$ cat src/hdl/nwti_pkg.sv
`timescale 1ns / 1ps
`default_nettype none
// ----------------------------------------------------------------------------
// nwti_pkg
// Shared constants and types of the Indian-numbering word speller.
// ----------------------------------------------------------------------------
package nwti_pkg;

    localparam int VALUE_W       = 30;
    localparam int CODE_W        = 5;
    localparam int NUM_DIGITS    = 9;
    localparam int BCD_W         = 4 * NUM_DIGITS;
    localparam int NUM_GROUPS    = 5;
    localparam int SLOTS_PER_GRP = 3;
    localparam int NUM_SLOTS     = NUM_GROUPS * SLOTS_PER_GRP;
    localparam int BITS_PER_STEP = 3;
    localparam int NUM_STEPS     = VALUE_W / BITS_PER_STEP;
    localparam int STEP_W        = $clog2(NUM_STEPS + 1);
    localparam int QUEUE_DEPTH   = 2;
    localparam int QPTR_W        = $clog2(QUEUE_DEPTH);
    localparam int QCNT_W        = $clog2(QUEUE_DEPTH + 1);

    localparam logic [VALUE_W-1:0] DECIMAL_MOD = VALUE_W'(1000000000);

    localparam logic [CODE_W-1:0] WORD_HUNDRED  = 5'd27;
    localparam logic [CODE_W-1:0] WORD_THOUSAND = 5'd28;
    localparam logic [CODE_W-1:0] WORD_LAKH     = 5'd29;
    localparam logic [CODE_W-1:0] WORD_CRORE    = 5'd30;

    // One spelled number: a bit per word slot and the code of each slot.
    // Slot order is group by group, high group first, each group as
    // first word, second word, scale word.
    typedef struct packed {
        logic [NUM_SLOTS-1:0]             mask;
        logic [NUM_SLOTS-1:0][CODE_W-1:0] codes;
    } desc_t;

endpackage

`default_nettype wire

$ cat src/hdl/number_to_word_tokens_indian_core.sv
`timescale 1ns / 1ps
`default_nettype none
// ----------------------------------------------------------------------------
// number_to_word_tokens_indian_core
// Spells a number modulo 10^9 in the Indian numbering system as word codes.
//
// Channel   Ports                         Transfer when
// input     value, push, full             push && !full
// result    word_code, last_word, empty,  pop && !empty
//           pop
//
// The modulo reduction is done on the accepting edge. The front is then busy
// converting the number three bits per step, then hands it to the queue,
// and takes no new number until the queue has taken it. The back gives one
// word per cycle while the consumer pops, up to 13 words per number. It
// needs a separate load only when it was idle; a queued number loads
// on the transfer of the previous number's last word. A two-entry queue lets
// the front convert while the back is stalled by the consumer. Reset clears
// all control state; there is no clearing pass.
// ----------------------------------------------------------------------------
module number_to_word_tokens_indian_core (
    input  wire logic                           clk,
    input  wire logic                           rst_n,
    input  wire logic [nwti_pkg::VALUE_W-1:0]   value,
    input  wire logic                           push,
    output logic                                full,
    output logic [nwti_pkg::CODE_W-1:0]         word_code,
    output logic                                last_word,
    output logic                                empty,
    input  wire logic                           pop
);

    logic            q_push;
    logic            q_full;
    logic            q_pop;
    logic            q_valid;
    nwti_pkg::desc_t q_wdata;
    nwti_pkg::desc_t q_rdata;

    nwti_front u_front (
        .clk     (clk),
        .rst_n   (rst_n),
        .value   (value),
        .push    (push),
        .full    (full),
        .q_push  (q_push),
        .q_wdata (q_wdata),
        .q_full  (q_full)
    );

    nwti_queue u_queue (
        .clk     (clk),
        .rst_n   (rst_n),
        .wr_en   (q_push),
        .wdata   (q_wdata),
        .q_full  (q_full),
        .rd_en   (q_pop),
        .q_valid (q_valid),
        .rdata   (q_rdata)
    );

    nwti_back u_back (
        .clk       (clk),
        .rst_n     (rst_n),
        .q_valid   (q_valid),
        .q_rdata   (q_rdata),
        .q_pop     (q_pop),
        .word_code (word_code),
        .last_word (last_word),
        .empty     (empty),
        .pop       (pop)
    );

endmodule

`default_nettype wire

$ cat src/hdl/nwti_front.sv
`timescale 1ns / 1ps
`default_nettype none
// ----------------------------------------------------------------------------
// nwti_front
// Accepts a number, reduces it modulo 10^9, converts it to decimal digits
// three bits a cycle and classifies the digit groups into word slots.
// ----------------------------------------------------------------------------
module nwti_front (
    input  wire logic                                  clk,
    input  wire logic                                  rst_n,
    input  wire logic [nwti_pkg::VALUE_W-1:0]          value,
    input  wire logic                                  push,
    output logic                                       full,
    output logic                                       q_push,
    output nwti_pkg::desc_t                            q_wdata,
    input  wire logic                                  q_full
);

    logic                                busy_reg, busy_next;
    logic [nwti_pkg::STEP_W-1:0]         step_reg, step_next;
    logic [nwti_pkg::VALUE_W-1:0]        bin_reg, bin_next;
    logic [nwti_pkg::BCD_W-1:0]          bcd_reg, bcd_next;
    logic                                accept;
    logic                                done;
    logic [nwti_pkg::VALUE_W-1:0]        reduced;
    logic [nwti_pkg::BCD_W-1:0]          bcd_stepped;
    logic [nwti_pkg::NUM_GROUPS-1:0][3:0] tens;
    logic [nwti_pkg::NUM_GROUPS-1:0][3:0] units;
    logic [nwti_pkg::NUM_GROUPS-1:0][nwti_pkg::CODE_W-1:0] scale_code;

    // One shift-and-add-3 step of the binary to decimal conversion.
    function automatic logic [nwti_pkg::BCD_W-1:0] dabble(
        input logic [nwti_pkg::BCD_W-1:0] bcd,
        input logic                       bit_in
    );
        logic [nwti_pkg::BCD_W-1:0] adj;
        adj = bcd;
        for (int i = 0; i < nwti_pkg::NUM_DIGITS; i++) begin
            if (bcd[4*i +: 4] >= 4'd5) begin
                adj[4*i +: 4] = bcd[4*i +: 4] + 4'd3;
            end
        end
        return {adj[nwti_pkg::BCD_W-2:0], bit_in};
    endfunction

    assign accept  = push && !busy_reg;
    assign full    = busy_reg;
    assign done    = busy_reg && (step_reg == nwti_pkg::STEP_W'(nwti_pkg::NUM_STEPS));
    assign q_push  = done;
    assign reduced = (value >= nwti_pkg::DECIMAL_MOD) ? (value - nwti_pkg::DECIMAL_MOD)
                                                       : value;

    always_comb
    begin
        bcd_stepped = bcd_reg;
        for (int b = 0; b < nwti_pkg::BITS_PER_STEP; b++) begin
            bcd_stepped = dabble(bcd_stepped, bin_reg[nwti_pkg::VALUE_W-1-b]);
        end
    end

    always_comb
    begin
        busy_next = busy_reg;
        step_next = step_reg;
        bin_next  = bin_reg;
        bcd_next  = bcd_reg;
        if (accept) begin
            busy_next = 1'b1;
            step_next = '0;
            bin_next  = reduced;
            bcd_next  = '0;
        end else if (busy_reg && !done) begin
            step_next = step_reg + 1'b1;
            bin_next  = bin_reg << nwti_pkg::BITS_PER_STEP;
            bcd_next  = bcd_stepped;
        end else if (done && !q_full) begin
            busy_next = 1'b0;
        end
    end

    always_ff @(posedge clk or negedge rst_n)
    begin
        if (!rst_n) begin
            busy_reg <= 1'b0;
            step_reg <= '0;
        end else begin
            busy_reg <= busy_next;
            step_reg <= step_next;
        end
    end

    always_ff @(posedge clk)
    begin
        bin_reg <= bin_next;
        bcd_reg <= bcd_next;
    end

    // Digit groups: crore, lakh, thousand, hundred, final two digits.
    assign tens[0]  = bcd_reg[35:32];
    assign units[0] = bcd_reg[31:28];
    assign tens[1]  = bcd_reg[27:24];
    assign units[1] = bcd_reg[23:20];
    assign tens[2]  = bcd_reg[19:16];
    assign units[2] = bcd_reg[15:12];
    assign tens[3]  = 4'd0;
    assign units[3] = bcd_reg[11:8];
    assign tens[4]  = bcd_reg[7:4];
    assign units[4] = bcd_reg[3:0];

    assign scale_code[0] = nwti_pkg::WORD_CRORE;
    assign scale_code[1] = nwti_pkg::WORD_LAKH;
    assign scale_code[2] = nwti_pkg::WORD_THOUSAND;
    assign scale_code[3] = nwti_pkg::WORD_HUNDRED;
    assign scale_code[4] = nwti_pkg::WORD_HUNDRED;

    always_comb
    begin
        logic nonzero;
        logic big;
        int   s;
        q_wdata = '0;
        for (int g = 0; g < nwti_pkg::NUM_GROUPS; g++) begin
            s       = g * nwti_pkg::SLOTS_PER_GRP;
            nonzero = (tens[g] != 4'd0) || (units[g] != 4'd0);
            big     = (tens[g] >= 4'd2);
            if (big) begin
                q_wdata.codes[s] = {1'b0, tens[g]} + 5'd17;
            end else if (tens[g][0]) begin
                q_wdata.codes[s] = {1'b0, units[g]} + 5'd9;
            end else begin
                q_wdata.codes[s] = {1'b0, units[g]} - 5'd1;
            end
            q_wdata.codes[s+1] = {1'b0, units[g]} - 5'd1;
            q_wdata.codes[s+2] = scale_code[g];
            q_wdata.mask[s]    = nonzero;
            q_wdata.mask[s+1]  = big && (units[g] != 4'd0);
            // The final two digits carry no scale word.
            q_wdata.mask[s+2]  = nonzero && (g != nwti_pkg::NUM_GROUPS - 1);
        end
    end

endmodule

`default_nettype wire

$ cat src/hdl/nwti_queue.sv
`timescale 1ns / 1ps
`default_nettype none
// ----------------------------------------------------------------------------
// nwti_queue
// Short queue of classified numbers between the front and the back.
// ----------------------------------------------------------------------------
module nwti_queue (
    input  wire logic            clk,
    input  wire logic            rst_n,
    input  wire logic            wr_en,
    input  wire nwti_pkg::desc_t wdata,
    output logic                 q_full,
    input  wire logic            rd_en,
    output logic                 q_valid,
    output nwti_pkg::desc_t      rdata
);

    nwti_pkg::desc_t                 entries_reg [nwti_pkg::QUEUE_DEPTH];
    logic [nwti_pkg::QPTR_W-1:0]     wr_ptr_reg, wr_ptr_next;
    logic [nwti_pkg::QPTR_W-1:0]     rd_ptr_reg, rd_ptr_next;
    logic [nwti_pkg::QCNT_W-1:0]     count_reg, count_next;
    logic                            do_wr;
    logic                            do_rd;

    assign q_full  = (count_reg == nwti_pkg::QCNT_W'(nwti_pkg::QUEUE_DEPTH));
    assign q_valid = (count_reg != '0);
    assign do_wr   = wr_en && !q_full;
    assign do_rd   = rd_en && q_valid;
    assign rdata   = entries_reg[rd_ptr_reg];

    always_comb
    begin
        wr_ptr_next = wr_ptr_reg;
        rd_ptr_next = rd_ptr_reg;
        count_next  = count_reg;
        if (do_wr) begin
            wr_ptr_next = (wr_ptr_reg == nwti_pkg::QPTR_W'(nwti_pkg::QUEUE_DEPTH - 1))
                          ? '0 : wr_ptr_reg + 1'b1;
        end
        if (do_rd) begin
            rd_ptr_next = (rd_ptr_reg == nwti_pkg::QPTR_W'(nwti_pkg::QUEUE_DEPTH - 1))
                          ? '0 : rd_ptr_reg + 1'b1;
        end
        if (do_wr && !do_rd) begin
            count_next = count_reg + 1'b1;
        end else if (do_rd && !do_wr) begin
            count_next = count_reg - 1'b1;
        end
    end

    always_ff @(posedge clk or negedge rst_n)
    begin
        if (!rst_n) begin
            wr_ptr_reg <= '0;
            rd_ptr_reg <= '0;
            count_reg  <= '0;
        end else begin
            wr_ptr_reg <= wr_ptr_next;
            rd_ptr_reg <= rd_ptr_next;
            count_reg  <= count_next;
        end
    end

    always_ff @(posedge clk)
    begin
        if (do_wr) begin
            entries_reg[wr_ptr_reg] <= wdata;
        end
    end

endmodule

`default_nettype wire

$ cat src/hdl/nwti_back.sv
`timescale 1ns / 1ps
`default_nettype none
// ----------------------------------------------------------------------------
// nwti_back
// Holds one classified number and hands out its words, one per transfer,
// in slot order.
// ----------------------------------------------------------------------------
module nwti_back (
    input  wire logic                          clk,
    input  wire logic                          rst_n,
    input  wire logic                          q_valid,
    input  wire nwti_pkg::desc_t               q_rdata,
    output logic                               q_pop,
    output logic [nwti_pkg::CODE_W-1:0]        word_code,
    output logic                               last_word,
    output logic                               empty,
    input  wire logic                          pop
);

    logic [nwti_pkg::NUM_SLOTS-1:0]                   mask_reg, mask_next;
    logic [nwti_pkg::NUM_SLOTS-1:0][nwti_pkg::CODE_W-1:0] codes_reg, codes_next;
    logic [nwti_pkg::NUM_SLOTS-1:0]                   low_bit;
    logic [nwti_pkg::NUM_SLOTS-1:0]                   rest;
    logic                                             xfer;

    assign low_bit   = mask_reg & (~mask_reg + 1'b1);
    assign rest      = mask_reg & ~low_bit;
    assign empty     = (mask_reg == '0);
    assign last_word = (rest == '0);
    assign xfer      = pop && !empty;
    // A number with no words is loaded and dropped on the next cycle.
    assign q_pop     = q_valid && (empty || (xfer && last_word));

    always_comb
    begin
        word_code = '0;
        for (int i = 0; i < nwti_pkg::NUM_SLOTS; i++) begin
            word_code = word_code | (codes_reg[i] & {nwti_pkg::CODE_W{low_bit[i]}});
        end
    end

    always_comb
    begin
        mask_next  = mask_reg;
        codes_next = codes_reg;
        if (q_pop) begin
            mask_next  = q_rdata.mask;
            codes_next = q_rdata.codes;
        end else if (xfer) begin
            mask_next  = rest;
        end
    end

    always_ff @(posedge clk or negedge rst_n)
    begin
        if (!rst_n) begin
            mask_reg <= '0;
        end else begin
            mask_reg <= mask_next;
        end
    end

    always_ff @(posedge clk)
    begin
        codes_reg <= codes_next;
    end

endmodule

`default_nettype wire
$ cat config.mk
export PLATFORM = sky130hd
export DESIGN_NAME = number_to_word_tokens_indian_core
export DESIGN_NICKNAME = d
export VERILOG_FILES = /design/src/hdl/nwti_pkg.sv /design/src/hdl/number_to_word_tokens_indian_core.sv /design/src/hdl/nwti_front.sv /design/src/hdl/nwti_queue.sv /design/src/hdl/nwti_back.sv
export SDC_FILE = /design/constraint.sdc
export NUM_CORES = 1
export LEC_CHECK = 0
export BUFFER_PORTS_ARGS = -buffer_cell sky130_fd_sc_hd__buf_2
export CAP_MARGIN = 20
export CORE_UTILIZATION = 45
export CTS_CLUSTER_DIAMETER = 120
export DETAILED_ROUTE_END_ITERATION = 12
export HOLD_SLACK_MARGIN = 0.03
export PLACE_DENSITY = 0.67
export SLEW_MARGIN = 20
export SYNTH_ARGS = -nofsm -noshare
export SYNTH_HDL_FRONTEND = slang
export SYNTH_SLANG_ARGS = --single-unit
$ cat constraint.sdc
create_clock -name clk -period 4.8 [get_ports clk]
set_clock_uncertainty 0.2 [all_clocks]
set_input_delay 0 -clock clk [delete_from_list [all_inputs] [get_ports clk]]
set_output_delay 0 -clock clk [all_outputs]
set_load 0.03 [all_outputs]
==> tab_implementation.tex <==
\begin{tabular}{lr}
\hline
Metric & Value \\
\hline
\multicolumn{2}{l}{\textbf{Status}} \\
Status & finished clean \\
\multicolumn{2}{l}{\textbf{Worst setup path}} \\
Worst Path Max Fanout & 7 \\
Worst endpoint required time & 5.07 ns \\
Startpoint of the lowest-slack register-to-register path & u\_front.bcd\_reg[0]\$\_SDFFE\_PP0P\_ \\
Number of cells on the worst reg-to-reg path & 15 \\
Flop2flop setup slack & 0.94 ns \\
Cells traversed along the worst timing path & inv\_1 > ha\_1 > nand2b\_1 > a21oi\_1 > xnor2\_1 > ha\_1 > nor2b\_1 > o41a\_1 > xnor2\_1 > ha\_1 > nand2b\_1 > a21boi\_0 > xnor2\_1 > nand2\_1 > a21oi\_1 \\
Cell type group with the largest total delay on the critical path & compound AO/OA/AOI/OAI gates \\
Worst Setup Start Kind & register \\
Critical path class & reg2reg \\
Standard cell with the maximum stage delay on the critical path & sky130\_fd\_sc\_hd\_\_dfxtp\_1 \\
Capturing element type of the critical path & register \\
Crit-path max cell delay & 0.45 ns \\
End of the worst register-to-register path & u\_front.bcd\_reg[1]\$\_SDFFE\_PP0P\_ \\
Count of buffering cells on the critical path with inverters included & 1 \\
Data arrival time of the critical path & 4.13 ns \\
\multicolumn{2}{l}{\textbf{Global routing}} \\
Overall global routing resource usage & 0.1836 \\
Pin count of the biggest net entering global routing & 50 \\
Initial antenna violation count & 1 \\
Total gr overflow & 0 \\
Via count of the first global-routing pass & 9192 \\
Global-route wire length before repair & 45950 um \\
\multicolumn{2}{l}{\textbf{Clocking}} \\
Clock root buffer master & sky130\_fd\_sc\_hd\_\_clkbuf\_16 \\
Number of H-tree levels & 1 \\
Gates resized, CTS repair & 0 \\
Number of buffers created by CTS & 27 \\
CTS Sinks & 243 \\
Buffers from clock root to sink, at most & 3 \\
CTS clock-pin slew for the worst setup and hold paths & 0.06 ns \\
Clock latency on the worst-skew pair & 0.54 ns \\
CTS tree & built \\
\multicolumn{2}{l}{\textbf{Cells and area}} \\
Final \#Nets & 1448 \\
Area used by multi-input combinational logic & 6203 um2 \\
Number of flip-flops under the largest register name & 108 \\
Total inserted antenna cells & 0 \\
Layout cell share with drive strength beyond 1 & 0.1384 \\
Area taken by flip-flops and latches & 6818 um2 \\
Post-Layout Cell Count & 1757 \\
Number of fillers in the final layout & 2492 \\
Growth of design area from synthesis to finish & 15.55\% \\
\multicolumn{2}{l}{\textbf{Detailed routing}} \\
Post-Route WL & 27920 um \\
Detailed-router iteration count before antenna repair & 5 \\
Number of DRC violations after detailed routing & 0 \\
Number of routed nets with antenna violations & 0 \\
Via count & 9613 \\
Vias/cell & 5.471 \\
Wire length per cell & 15.89 um \\
DRT iter0 DRCs & 692 \\
\multicolumn{2}{l}{\textbf{Timing}} \\
Max Slew Vio Count & 0 \\
Achievable clock frequency & 259.3 MHz \\
Setup repair after global routing missed its margin & false \\
Worst Max-Slew Pin Slew & 0.9820 ns \\
Minimum period implied by the final worst setup slack & 3.856 ns \\
Ratio of final minimum period to clock period & 0.8033 \\
Final setup TNS & 0 ns \\
Number of failing hold endpoints at the final stage & 0 \\
Worst slew margin & 0.3266 \\
Final setup violation count & 0 \\
\multicolumn{2}{l}{\textbf{Synth}} \\
Synthesized netlist net count & 1370 \\
Largest cells by area after synthesis & sky130\_fd\_sc\_hd\_\_edfxtp\_1, sky130\_fd\_sc\_hd\_\_ha\_1, sky130\_fd\_sc\_hd\_\_dfxtp\_1 \\
\#FFs+latches synth & 243 \\
Post-synthesis area per instance & 10.56 um2 \\
Number of enable-type register cells in the synthesized netlist & 183 \\
Distinct cell type count after synthesis & 74 \\
Syn. warnings & 0 \\
Dominant synthesized flop cell & sky130\_fd\_sc\_hd\_\_edfxtp\_1 \\
Async set-reset flop share out of synthesis & 0.09877 \\
Proportion of synthesized chip area in sequential cells & 0.5066 \\
Instance count of the mapped netlist & 1274 \\
Cell taking the most area after synthesis & sky130\_fd\_sc\_hd\_\_edfxtp\_1 \\
Post-synth top area share & 0.4084 \\
Summed instance area of the synthesized netlist & 13450 um2 \\
\multicolumn{2}{l}{\textbf{Place}} \\
GPL Wtd Cong & 0.8302 \\
Placed Instances & 1657 \\
IO Port Bufs & 41 \\
Dpl hpwl & 19380 um \\
\multicolumn{2}{l}{\textbf{Floorplanning}} \\
Number of placed I/O pins & 42 \\
Total Die Area & 30590 um2 \\
Floorplan die height & 174.9 um \\
Standard-cell row count & 62 \\
Standard cell core area & 29090 um2 \\
Width of the chip & 174.9 um \\
Initial cell density of the core & 0.4625 \\
\multicolumn{2}{l}{\textbf{Min path}} \\
Class of the worst hold path & in2reg \\
Worst min-delay path startpoint & value[3] \\
Cell depth of the worst hold path & 4 \\
Hold Path Sink & u\_front.bin\_reg[3]\$\_DFFE\_PP\_ \\
\multicolumn{2}{l}{\textbf{Run}} \\
Max\_cap viols & 0 \\
\hline
\end{tabular}
-- layout by cell type, fill, tap and decap left out, drive strengths merged, types with 5 or more instances in the layout --
cell,n
a22oi,15
nor3,30
dfrtp,24
ha,62
or3,8
o22ai,5
a31o,6
mux2i,42
clkinv,8
and3,7
nand2,114
inv,69
nand3,33
xnor2,30
nor4,5
dlygate4sd3,49
clkbuf,33
a21oi,90
nor2,72
a31oi,15
o21ai,123
nor3b,13
mux2,56
nand2b,17
xor2,39
dfxtp,36
a221oi,5
and2,13
nor2b,12
o31ai,6
o41ai,6
or2,12
bufinv,5
edfxtp,183
a32o,6
buf,55
-- worst min-delay path: stages --
cell and delay [ns]:
sky130_fd_sc_hd__dlygate4sd3_1 0.51, sky130_fd_sc_hd__buf_2 0.09, sky130_fd_sc_hd__nand2_1 0.04, sky130_fd_sc_hd__nand2_1 0.05
-- layer usage --
metal	share of wire	global-route usage	wire, um
met5	0.00047	0	13
met4	0.021	0.04529	576
met3	0.040	0.02415	1105
met2	0.46	0.3062	12980
met1	0.47	0.2527	13250
-- cell families (layout without fill, tap and decap cells) --
logic type / after synthesis / after routing / synth area share
mux: 98 / 98 / 0.07812
fa+ha+maj: 66 / 66 / 0.06082
simple gates: 347 / 347 / 0.1242
compound gates: 329 / 329 / 0.1504
xor+xnor: 69 / 69 / 0.04492
flops: 243 / 243 / 0.5066
buf+inv: 122 / 221 / 0.03487
-- metrics by stage --
stage	setup WS [ns]	hold WS [ns]	utilization	cell area (um2)
final	0.9442	0.06314	0.5344	15550
after global routing	0.5193	0.07934	0.5344	15550
after CTS	0.9707	0.04318	0.5338	15530
after detailed placement	0.9872	-0.1522	0.4830	14050
after global placement	1.139	-0.1607	0.4830	14050
after floorplan	0.3027	-0.4956	-	13450
-- area by class of cell --
cell class / count / share of cell area
Sequential cell: 243 / 0.4386
Tap cell: 384 / 0.03091
Inverter: 67 / 0.01618
Multi-Input combinational cell: 909 / 0.3990
Timing Repair Buffer: 104 / 0.05312
Clock inverter: 17 / 0.01529
Clock buffer: 33 / 0.04692
-- synthesized netlist by cell type, drive strengths merged, types with 13 or more instances --
library cell	number
a22oi	15
nand2	114
edfxtp	183
nor2	72
o21ai	123
a21oi	90
nor3b	13
clkbuf	45
xnor2	30
nor3	30
a31oi	15
inv	67
ha	62
nand2b	17
nand3	33
xor2	39
dfxtp	36
dfrtp	24
and2	13
mux2	56
mux2i	42
-- timing repair --
action	4_1_cts	5_1_grt
hold buffers	50	0
setup buffers	0	0
endpoints found under the hold margin	84	0
-- how the worst max path moves through the flow --
stage / startpoint / to / slack [ns] / cells after the start
after floorplan: u_back.mask_reg[4]$_DFFE_PN0P_ / u_queue.count_reg[1]$_DFFE_PN0P_ / 0.30 / 13
after global placement: u_back.mask_reg[3]$_DFFE_PN0P_ / u_queue.count_reg[1]$_DFFE_PN0P_ / 1.14 / 12
after detailed placement: u_front.bcd_reg[0]$_SDFFE_PP0P_ / u_front.bcd_reg[1]$_SDFFE_PP0P_ / 0.99 / 15
after CTS: u_front.bcd_reg[0]$_SDFFE_PP0P_ / u_front.bcd_reg[1]$_SDFFE_PP0P_ / 0.97 / 15
after global routing: u_front.bcd_reg[0]$_SDFFE_PP0P_ / u_front.bcd_reg[1]$_SDFFE_PP0P_ / 0.52 / 15
final: u_front.bcd_reg[0]$_SDFFE_PP0P_ / u_front.bcd_reg[1]$_SDFFE_PP0P_ / 0.94 / 15
Power is not shown: default switching activity piles up to over one toggle a cycle in this logic, so the estimate is an artifact.
